### config.mk
export PLATFORM = sky130hd
export DESIGN_NAME = fqdv_cell
export DESIGN_NICKNAME = d
export VERILOG_FILES = /design/src/fqdv_pkg.sv /design/src/fqdv_cell.sv
export SDC_FILE = /design/constraint.sdc
export NUM_CORES = 1
export LEC_CHECK = 0
export ABC_AREA = 0
export BUFFER_PORTS_ARGS = -buffer_cell sky130_fd_sc_hd__buf_2
export CAP_MARGIN = 15
export CELL_PAD_IN_SITES_DETAIL_PLACEMENT = 0
export CELL_PAD_IN_SITES_GLOBAL_PLACEMENT = 1
export CORE_MARGIN = 3
export CORE_UTILIZATION = 32
export CTS_BUF_LIST = sky130_fd_sc_hd__clkbuf_4
export DETAILED_ROUTE_END_ITERATION = 10
export PLACE_DENSITY = 0.95
export SLEW_MARGIN = 0
export SYNTH_ARGS = -nofsm -noshare
export SYNTH_HDL_FRONTEND = slang
export SYNTH_SLANG_ARGS = --single-unit
### constraint.sdc
create_clock -name clk -period 3.32 [get_ports clk]
set_clock_uncertainty 0.1 [all_clocks]
set_input_delay 0.332 -clock clk [delete_from_list [all_inputs] [get_ports clk]]
set_output_delay 0.332 -clock clk [all_outputs]
set_load 0.03 [all_outputs]
### src/fqdv_pkg.sv
// shared types and constants for the ordered handle queue with delete by value
`default_nettype none

package fqdv_pkg;

  localparam int DEPTH  = 64;
  localparam int DATA_W = 32;
  localparam int CNT_W  = $clog2(DEPTH + 1);
  localparam int OCC_W  = 7;
  localparam int STEP_N = $clog2(DEPTH);

  typedef enum logic [1:0] {
    ACT_ENQ = 2'd0,
    ACT_DEQ = 2'd1,
    ACT_DEL = 2'd2
  } action_t;

  typedef enum logic [2:0] {
    ST_OK       = 3'd0,
    ST_ZERO     = 3'd1,
    ST_EMPTY    = 3'd2,
    ST_NOTFOUND = 3'd3,
    ST_FULL     = 3'd4
  } status_t;

  typedef enum logic {
    S_IDLE  = 1'b0,
    S_APPLY = 1'b1
  } state_t;

  typedef struct packed {
    logic capture;
    logic valid;
    logic force_hit;
    logic shift;
    logic load;
  } cell_ctl_t;

endpackage

`default_nettype wire

### src/fqdv_cell.sv
// one queue slot: holds a handle, compares it with the key and shifts toward the front
`default_nettype none

module fqdv_cell (
  input  wire                              clk,
  input  wire                              rst_n,
  input  wire  fqdv_pkg::cell_ctl_t        ctl,
  input  wire  [fqdv_pkg::DATA_W-1:0]      key,
  input  wire  [fqdv_pkg::DATA_W-1:0]      load_value,
  input  wire  [fqdv_pkg::DATA_W-1:0]      next_value,
  output logic [fqdv_pkg::DATA_W-1:0]      value,
  output logic                             match
);
  import fqdv_pkg::*;

  logic [DATA_W-1:0] data_r, data_nxt;
  logic              match_r, match_nxt;

  always_comb begin
    data_nxt = data_r;
    if (ctl.load) begin
      data_nxt = load_value;
    end else if (ctl.shift) begin
      data_nxt = next_value;
    end
    match_nxt = match_r;
    if (ctl.capture) begin
      match_nxt = ctl.valid && (ctl.force_hit || (data_r == key));
    end
  end

  // handle storage needs no reset, slots above the count are never read
  always_ff @(posedge clk) begin
    data_r <= data_nxt;
  end

  always_ff @(posedge clk) begin
    if (!rst_n) begin
      match_r <= 1'b0;
    end else begin
      match_r <= match_nxt;
    end
  end

  assign value = data_r;
  assign match = match_r;

endmodule

`default_nettype wire

Word-level counts from Yosys, hierarchy flattened
Cells that the tools add are included.
W data, S select, Z words.
Storage, ports and cells
  register bits: 33
  input bits: 103
  output and inout port bits: 33
  word-level logic and storage cells: 8
Operators by class
  equal/unequal tests: 1
  muxes and demuxes: 2
  reductions and logical operators: 3
Operators by type and width (number)
  $mux W32: 2
  $eq A32 B32 Y1: 1
  $reduce_bool A2 Y1: 1
  $logic_and A1 B1 Y1: 1
  $logic_or A1 B1 Y1: 1

Logic depth before layout (Yosys ltp)
Gate-level depths: netlist of the first run.
  depth after elaboration: 3
  mapped depth: 4
  gate-level depth less buffers: 4

Least setup slack after synthesis of the first run
Ideal clock, no wire load.
  path type: input -> register
  start point: in ctl[0] (netlist name)
  end point: reg data_r[0], in the netlist value[0], enable pin
  setup time: 0.375 ns
  data arrival time: 1.241 ns
  required time: 2.845 ns
  path slack: 1.605 ns
  stages on the path: 3
  buffers on the path: 2
  cells stage by stage: clkbuf_1 > buf_2 > or2_2
On the way
  word-level cells in the longest chain between the ends: 1
Ends and longest elaborated chain
  from (decl): RTL line fqdv_cell.sv:7  | input wire fqdv_pkg::cell_ctl_t ctl,
  $reduce_bool A2 Y1 (no line)
  to (signal assigned): RTL line fqdv_cell.sv:34  | data_r <= data_nxt;
  to (decl): RTL line fqdv_cell.sv:16  | logic [DATA_W-1:0] data_r, data_nxt;
Every way passes these cells.
A chain may end at the register's enable or synchronous reset.

Worst setup path after layout of the first run
  start point: reg data_r[12], in the netlist value[12]
  end point: reg match_r, in the netlist match
On the way
  word-level cells in the longest chain between the ends: 3
Ends and longest elaborated chain
  $eq A32 B32 Y1: RTL line fqdv_cell.sv:28  | match_nxt = ctl.valid && (ctl.force_hit || (data_r == key));
  $logic_or A1 B1 Y1: RTL line fqdv_cell.sv:28
  $logic_and A1 B1 Y1: RTL line fqdv_cell.sv:28
  to (signal assigned): RTL line fqdv_cell.sv:41  | match_r <= match_nxt;
  to (decl): RTL line fqdv_cell.sv:17  | logic match_r, match_nxt;
Every way passes these cells.

==> flow_summary.yaml, run 1 <==
outcome:
  status: "completed"
clock_tree:
  worstSkewPairLatency_ps: 330
  clock_path_buffers: 2
  clock-sinks: 33
  cts_made_buffers: 5
  hold_buffers: 0
  postCtsResizedCells: 0
  clkTransAtPathRegs_ps: 100
  htree_levels: 2
  cts_tree: "built"
  cts_root_buffer: "clkbuf_4"
  post_cts_buffers: 0
setup_path:
  cp_data_required_time_ps: 3480
  cp.buffers_inverters: 0
  path_class: "reg -> reg"
  slowest_delay_ps: 540
  crit_slowest_cell: "or4_1"
  worst-endpoint-arrival_ps: 1780
  crit_chain: "xnor2_1, nand4_1, or4_1, o31ai_2"
  cp_top_family: "simple AND/OR/NAND/NOR gates"
  cp-start-kind: "flop"
  endpoint_kind: "flop"
  crit_fanout: 2
yosys:
  yosysWarnings: 0
  synthTopCellsByArea: "edfxtp_1 (55%), mux2_2 (21%), xnor2_1 (8.0%), xor2_1 (8.0%), nand4_1 (1.8%)"
  syn_inst: 118
  ys_seq_elements: 33
  synth_area_um2: 1750
  synth_cell_type_count: 16
  syn_area_per_cell_um2: 14.8
  synth_top_cell_by_area: "edfxtp_1"
  synth_fp_nets: 221
  yosysTopAreaCellShare: 0.551
  synth_seq_area_share: 0.562
die:
  io_pins: 136
  die-height_um: 79.9
  coreArea_um2: 5200
  num_rows: 26
  die_w_um: 79.9
  die_area_um2: 6380
  start_util: 0.335
finish:
  antenna_cells: 0
  syn2layout_area_growth_pct: 46.3
  final_cell_area_um2: 2550
  fillCellCount: 509
  layout.nets: 360
  drive_above_1_share: 0.686
  postLayoutCoreUtil: 0.491
power_and_ir_drop:
  internal_power_uw: 742
  total_power_mw: 1.07
  p_seq_frac: 0.502
  leakagePower_nw: 1.15
  clkPwrFrac: 0.215
  pwr-share-comb: 0.282
  vdd_drop_max_uv: 205
  switching_power_uw: 331
  switching_share: 0.308
  cellPowerDensity_nw_per_um2: 420
drt:
  vias: 1467
  wl_um: 4450
  wl_per_cell_um: 13.6
  route.detailed.drc: 0
  drtAntennaViolNets: 0
  vias_per_cell: 4.47
  drt_iter0_drc: 31
  drt_first_pass_iters: 2
grt:
  grt_pass1_vias: 1479
  grt_use_total: 0.137
  grt_max_degree: 33
  grt.overflow.total: 0
  grt_pass1_wl_um: 6700
  antenna_found_initial: 0
timing:
  finalCriticalPeriod_ps: 1630
  rsz0062_at_grt: "no"
  finalMaxSlewViolations: 0
  hold_viol_final: 0
  holdWs_ps: 140
  period_share: 0.490
  finalSetupViolCount: 0
  slew_headroom: 0.494
  setup_tns_ps: 0
  worstMarginPinSlew_ps: 760
  max_freq_mhz: 615
placed_design:
  place_area_um2: 2500
  port-buffer-count: 135
  place_congestion: 0.663
  dpl.hpwl_um: 3640
hold_path:
  hp-class: "in -> reg"
flow_run:
  maxCapViolCount: 0
registers in the layout, summed over array words and instances, names as in the netlist:
name / count
match: 1
value: 32
cells by family after synthesis:
group | count (synthesis) | synth area share
muxes | 32 | 0.206
xor gates and xnor gates | 32 | 0.161
DFF | 33 | 0.562
AOI/OAI and AO/OA | 2 | 0.0100
buffers and inverters | 5 | 0.0129
and+or+nand+nor | 14 | 0.0480
per-layer routing:
layer,vias to the layer above,routed length [um],global-route usage,part of all wire
met5,-,0,0,0
met4,0,26,0.0304,0.0058
met3,4,415,0.0474,0.093
met2,71,2340,0.253,0.53
met1,673,1670,0.151,0.38
li1,719,-,-,-
worst paths after layout:
path             start  endpoint  slack [ps]  depth (start not counted)
max          value[12]     match        1690                          4
min              rst_n     match         140                          3
max reg2reg  value[12]     match        1690                          4
min reg2reg      match     match         520                          4
power groups by stage:
stage	Combinational (mW)	Sequential (mW)	Clock [mW]
floorplan	0.0936	0.638	0
global placement	0.302	0.548	0
detailed placement	0.306	0.550	0
CTS	0.307	0.540	0.242
global route	0.328	0.545	0.261
finish	0.303	0.539	0.231
cell type report:
class | instances | area (um2) | area share
clock buffer | 7 | 52.6 | 0.0206
clock inverter | 1 | 3.75 | 0.00147
sequential | 33 | 981 | 0.384
tap | 70 | 87.6 | 0.0343
multi-input combinational | 80 | 742 | 0.291
timing repair buffer | 136 | 683 | 0.268
inverter | 1 | 3.75 | 0.00147
through the flow:
stage | setup WS, ps | cells
detailed placement | 1410 | 320
CTS | 1690 | 328
floorplan | 1600 | 118
global placement | 1460 | 320
finish | 1690 | 328
global route | 1620 | 328
synthesized netlist by cell type (all sizes together):
cell and n:
o31ai 1, nand3 2, dfxtp 1, or4 1, nand4 5, edfxtp 32
clkbuf 1, o21ai 1, mux2 32, or2 1, buf 3, xnor2 16
nand2 1, xor2 16, inv 1, nor4 4
tightest hold or removal path, cell delays in order:
cell     delay [ps]
buf_2            90
nand2_1          60
o31ai_2          50
placed cells by master (no fill, tap or decap):
master and count:
xor2_1 16, nand4_1 5, xnor2_1 16, nand2_1 1, clkbuf_4 7, or4_1 1, o21ai_0 1, inv_1 1
buf_2 135, dfxtp_1 1, nor4_1 4, or2_2 1, nand3_1 2, buf_4 1, o31ai_2 1, mux2_2 32
edfxtp_1 32, clkinv_1 1
Note: power is estimated with default switching activity, not from simulation.
==> run 2: changes to the inputs <==
- CORE_UTILIZATION: 32 -> 27
- PLACE_DENSITY: 0.95 -> 0.87
- clock period: 3.32 -> 1.47 ns (I/O delays scaled with it)
==> run 2 against run 1 <==
  * The flow now finishes with violations (negative setup slack)
  * Final cell count grew 11%
  * First-iteration DRC count decreased by 29%
  * Wire length rose by 16%
  * Critical path depth did not move
  * Core utilization is 1.6 points lower
  * Worst setup slack lost 1800 ps
  * Global-route usage grew 0.37 points
  * Non-clock buffer count rose by 31
  * Flip-flop and latch count stayed put
  * Largest cell class is now non-clock buffers
  * Largest power group unchanged
  * Highest routed layer unchanged
==> flow_summary.yaml, run 2 (synthesis results as in run 1) <==
drt:
  vias: 1586
  drt_first_pass_iters: 2
  wl_per_cell_um: 14.2
  drtAntennaViolNets: 0
  vias_per_cell: 4.36
  route.detailed.drc: 0
  wl_um: 5170
  drt_iter0_drc: 22
clock_tree:
  clock-sinks: 33
  clock_path_buffers: 2
  clkTransAtPathRegs_ps: 100
  cts_made_buffers: 5
  htree_levels: 2
  worstSkewPairLatency_ps: 330
  cts_root_buffer: "clkbuf_4"
  cts_tree: "built"
grt:
  antenna_found_initial: 0
  grt_use_total: 0.141
  grt_pass1_wl_um: 7980
  grt.overflow.total: 0
  grt_max_degree: 33
  grt_pass1_vias: 1762
die:
  io_pins: 136
  die_w_um: 86.4
  num_rows: 28
  start_util: 0.286
  coreArea_um2: 6100
  die_area_um2: 7460
  die-height_um: 86.4
setup_path:
  cp_data_required_time_ps: 1630
  path_class: "reg -> reg"
  r2r_slack_ps: -100
  cp-start-kind: "flop"
  crit_fanout: 2
  worst-endpoint-arrival_ps: 1730
  endpoint_kind: "flop"
finish:
  final_common_cell: "buf_2"
  antenna_cells: 0
  drive_above_1_share: 0.654
  postLayoutCoreUtil: 0.475
  largest_reg_flops: 32
  final_cell_mix: "buf_2 (135), mux2_2 (32), edfxtp_1 (32)"
  syn2layout_area_growth_pct: 65.9
  layout.nets: 391
power_and_ir_drop:
  pwr-share-comb: 0.309
  p_seq_frac: 0.479
  switching_share: 0.303
  switching_power_uw: 771
  internal_power_mw: 1.77
  vdd_drop_max_uv: 531
  cellPowerDensity_nw_per_um2: 878
  clkPwrFrac: 0.213
  leakagePower_nw: 1.30
placed_design:
  dpl.hpwl_um: 3820
  place_congestion: 0.733
  port-buffer-count: 135
  dp_slack_ps: -179
timing:
  period_share: 1.07
  worstMarginPinSlew_ps: 472
  worst_slack_ps: -104
  rsz0062_at_grt: "yes"
  finalCriticalPeriod_ps: 1570
  slew_headroom: 0.686
  finalMaxSlewViolations: 0
  hold_viol_final: 0
  max_freq_mhz: 635
  finalSetupViolCount: 1
outcome:
  status: "finished with violations"
  failed_checks: "negative setup slack"
flow_run:
  maxCapViolCount: 0
hold_path:
  hp-class: "in -> reg"
run 2: worst max-delay path: stages (launching register included):
cell,delay (ps)
edfxtp_1,410
xnor2_1,170
nand4_1,150
or4_4,500
o31ai_2,170
run 2: what timing repair did:
item / 4_1_cts / 5_1_grt
cloned: 0 / 0
setup buffers: 0 / 1
endpoints found under the hold margin: 14 / 1
pin swaps: 1 / 2
setup endpoints to repair: 1 / 1
hold buffers: 23 / 1
resized for setup: 3 / 1
run 2: final timing paths:
path / from / end / depth (start not counted)
hold reg to reg: match / match / 4
setup reg to reg: value[4] / match / 4
hold / removal: next_value[10] / value[10] / 2
setup / recovery: value[4] / match / 4
run 2: layout make-up:
| cell class | count | area [um2] |
|---|---|---|
| sequential | 33 | 981 |
| tap | 75 | 93.8 |
| inverter | 1 | 3.75 |
| timing repair buffer | 167 | 988 |
| multi-input combinational | 80 | 768 |
| fill | 545 | 3200 |
| clock buffer | 8 | 60.1 |
run 2: through the flow:
stage	std cells	area, um2	total power [mW]	setup TNS (ps)	hold slack, ps
after floorplan	118	1750	1.65	-200	165
after global placement	331	2560	1.95	-179	285
after detailed placement	331	2560	1.97	-179	290
after CTS	362	2870	2.58	-153	0.273
after global routing	364	2900	2.70	-229	0.801
final	364	2900	2.54	-104	21.2
run 2: layer usage:
layer  vias up  routed length (um)  part of all wire  global-route usage
met1       713                1800              0.35               0.137
met4         0                  71             0.014              0.0482
met5         -                   0                 0                   0
li1        782                   -                 -                   -
met2        82                2850              0.55               0.273
met3         9                 450             0.087              0.0485
run 2: power by group through the flow:
| stage | Sequential, mW | Combinational, mW | Clock, mW |
|---|---|---|---|
| 2_1_floorplan | 1.44 | 0.212 | 0 |
| 3_3_place_gp | 1.23 | 0.716 | 0 |
| 3_5_place_dp | 1.24 | 0.724 | 0 |
| 4_1_cts | 1.22 | 0.781 | 0.582 |
| 5_1_grt | 1.23 | 0.847 | 0.617 |
| 6_report | 1.22 | 0.785 | 0.541 |
==> run 3: changes to the inputs <==
- CORE_UTILIZATION: 27 -> 26
- CTS_BUF_LIST: sky130_fd_sc_hd__clkbuf_4 -> sky130_fd_sc_hd__clkbuf_16
- PLACE_DENSITY: 0.87 -> 0.85
==> run 3 against run 2 <==
  * The flow still finishes with violations (negative setup slack)
  * Critical path depth unchanged
  * First-iteration DRC count rose by 41%
  * Global-route usage decreased by 2.0 points
==> flow_summary.yaml, run 3 (synthesis results as in run 1) <==
power_and_ir_drop:
  cellPowerDensity_nw_per_um2: 1060
  vdd_drop_max_uv: 560
  leakagePower_nw: 1.24
  total_power_mw: 2.92
setup_path:
  path_class: "reg -> reg"
  cp-endpoint: "match"
  crit_fanout: 2
  r2r-start: "value[28]"
  r2r_slack_ps: -100
  crit_slowest_cell: "or4_4"
  reg2reg_to: "match"
  startpoint: "value[28]"
  worst-endpoint-arrival_ps: 1660
  cp-start-kind: "flop"
  slowest_delay_ps: 540
  cp_data_required_time_ps: 1560
  crit_chain: "xnor2_1, nand4_1, or4_4, o31ai_2"
  endpoint_kind: "flop"
  reg2reg_depth: 4
timing:
  holdWs_ps: 19.0
  worst_slack_ps: -99.0
  finalCriticalPeriod_ps: 1570
  slew_headroom: 0.688
  hold_viol_final: 0
  rsz0062_at_grt: "yes"
  finalMaxSlewViolations: 0
  worstMarginPinSlew_ps: 468
  finalSetupViolCount: 1
  period_share: 1.07
  max_freq_mhz: 637
finish:
  fillCellCount: 620
  drive_above_1_share: 0.709
  syn2layout_area_growth_pct: 57.3
  final_common_cell: "buf_2"
  largest_reg_flops: 32
  layout.nets: 370
  final_cell_mix: "buf_2 (135), mux2_2 (32), edfxtp_1 (32)"
  instances_no_fill: 345
  seq_area_um2: 981
  multi_input_area_um2: 768
  antenna_cells: 0
placed_design:
  port-buffer-count: 135
  place_congestion: 0.773
  dpl.hpwl_um: 3930
  dp.cells: 336
hold_path:
  hp-class: "in -> reg"
  min_from: "rst_n"
  worstHoldPathCells: 3
grt:
  grt.overflow.total: 0
  grt_use_total: 0.121
  grt_max_degree: 33
  grt_pass1_vias: 1515
  antenna_found_initial: 0
  grt_pass1_wl_um: 6920
die:
  die-height_um: 87.9
  io_pins: 136
  die_w_um: 87.9
  coreArea_um2: 6420
  num_rows: 29
  die_area_um2: 7730
  start_util: 0.272
drt:
  dr.max_layer_used: "met4"
  met1_length_um: 1750
  wl_per_cell_um: 13.8
  drt_iter0_drc: 31
  wl_met3_um: 498
  drtAntennaViolNets: 0
  vias_per_cell: 4.37
  route.met2.wl_um: 2470
  drt_first_pass_iters: 4
  vias: 1509
  wl_um: 4770
  route.detailed.drc: 0
clock_tree:
  cts_root_buffer: "clkbuf_16"
  clock_path_buffers: 2
  cts_tree: "built"
  clkTransAtPathRegs_ps: 50
  clock-sinks: 33
  htree_levels: 2
  cts_made_buffers: 5
  worstSkewPairLatency_ps: 270
outcome:
  status: "finished with violations"
  failed_checks: "negative setup slack"
flow_run:
  maxCapViolCount: 0
==> run 3: cell types whose count changed in the layout (fill, tap and decap cells not counted) <==
cell / change
dlygate4sd3_1: -24
clkbuf_4: -8
clkbuf_16: +5
buf_4: +4
clkinv_1: +2
buf_12: -1
clkinv_2: +1
==> run 3: routing by layer <==
metal / up-vias / global-route usage
li1: 741 / -
met1: 678 / 0.132
met2: 86 / 0.216
met3: 4 / 0.0480
met4: 0 / 0.0391
met5: - / 0
==> run 3: power breakdown <==
part / switching, mW / total, mW / leakage (nW) / internal, mW
Clock: 0.354 / 0.965 / 0.0687 / 0.611
Sequential: 0.0635 / 1.22 / 0.334 / 1.16
Combinational: 0.402 / 0.737 / 0.839 / 0.335
Total: 0.820 / 2.92 / 1.24 / 2.10
==> run 3: cell type report <==
class	count	share of cell area
clock inverters	3	0.00456
inverters	1	0.00137
repair buffers	146	0.276
well taps	77	0.0351
flip-flops and latches	33	0.357
multi-input cells	80	0.280
clock buffers	5	0.0456
==> run 3: worst min-delay path by stage <==
stage / to / slack, ps
2_1_floorplan: match / 170
3_3_place_gp: match / 290
3_5_place_dp: match / 290
4_1_cts: match / 6
5_1_grt: match / 20
6_report: match / 20
==> run 3: metrics by stage <==
stage                util  TNS (ps)  area [um2]  worst slack, ps
CTS                 0.423      -167        2720             -167
detailed placement  0.401      -152        2580             -152
finish              0.427     -99.0        2750            -99.0
floorplan               -      -200        1750             -200
global route        0.427      -176        2750             -176
global placement    0.401      -135        2580             -135
==> run 3: repair_timing <==
item,4_1_cts,5_1_grt
resized for setup,1,3
hold buffers,0,0
endpoints found under the setup margin,1,1
buffers inserted,0,1
endpoints found under the hold margin,0,0
pin swaps,2,4
==> run 3: critical path, delay by kind of cell, from the launching register on <==
kind                      cells  cell delay (ps)
and+or+nand+nor               2              640
xor gates and xnor gates      1              170
DFF                           1              400
AOI/OAI and AO/OA             1              170
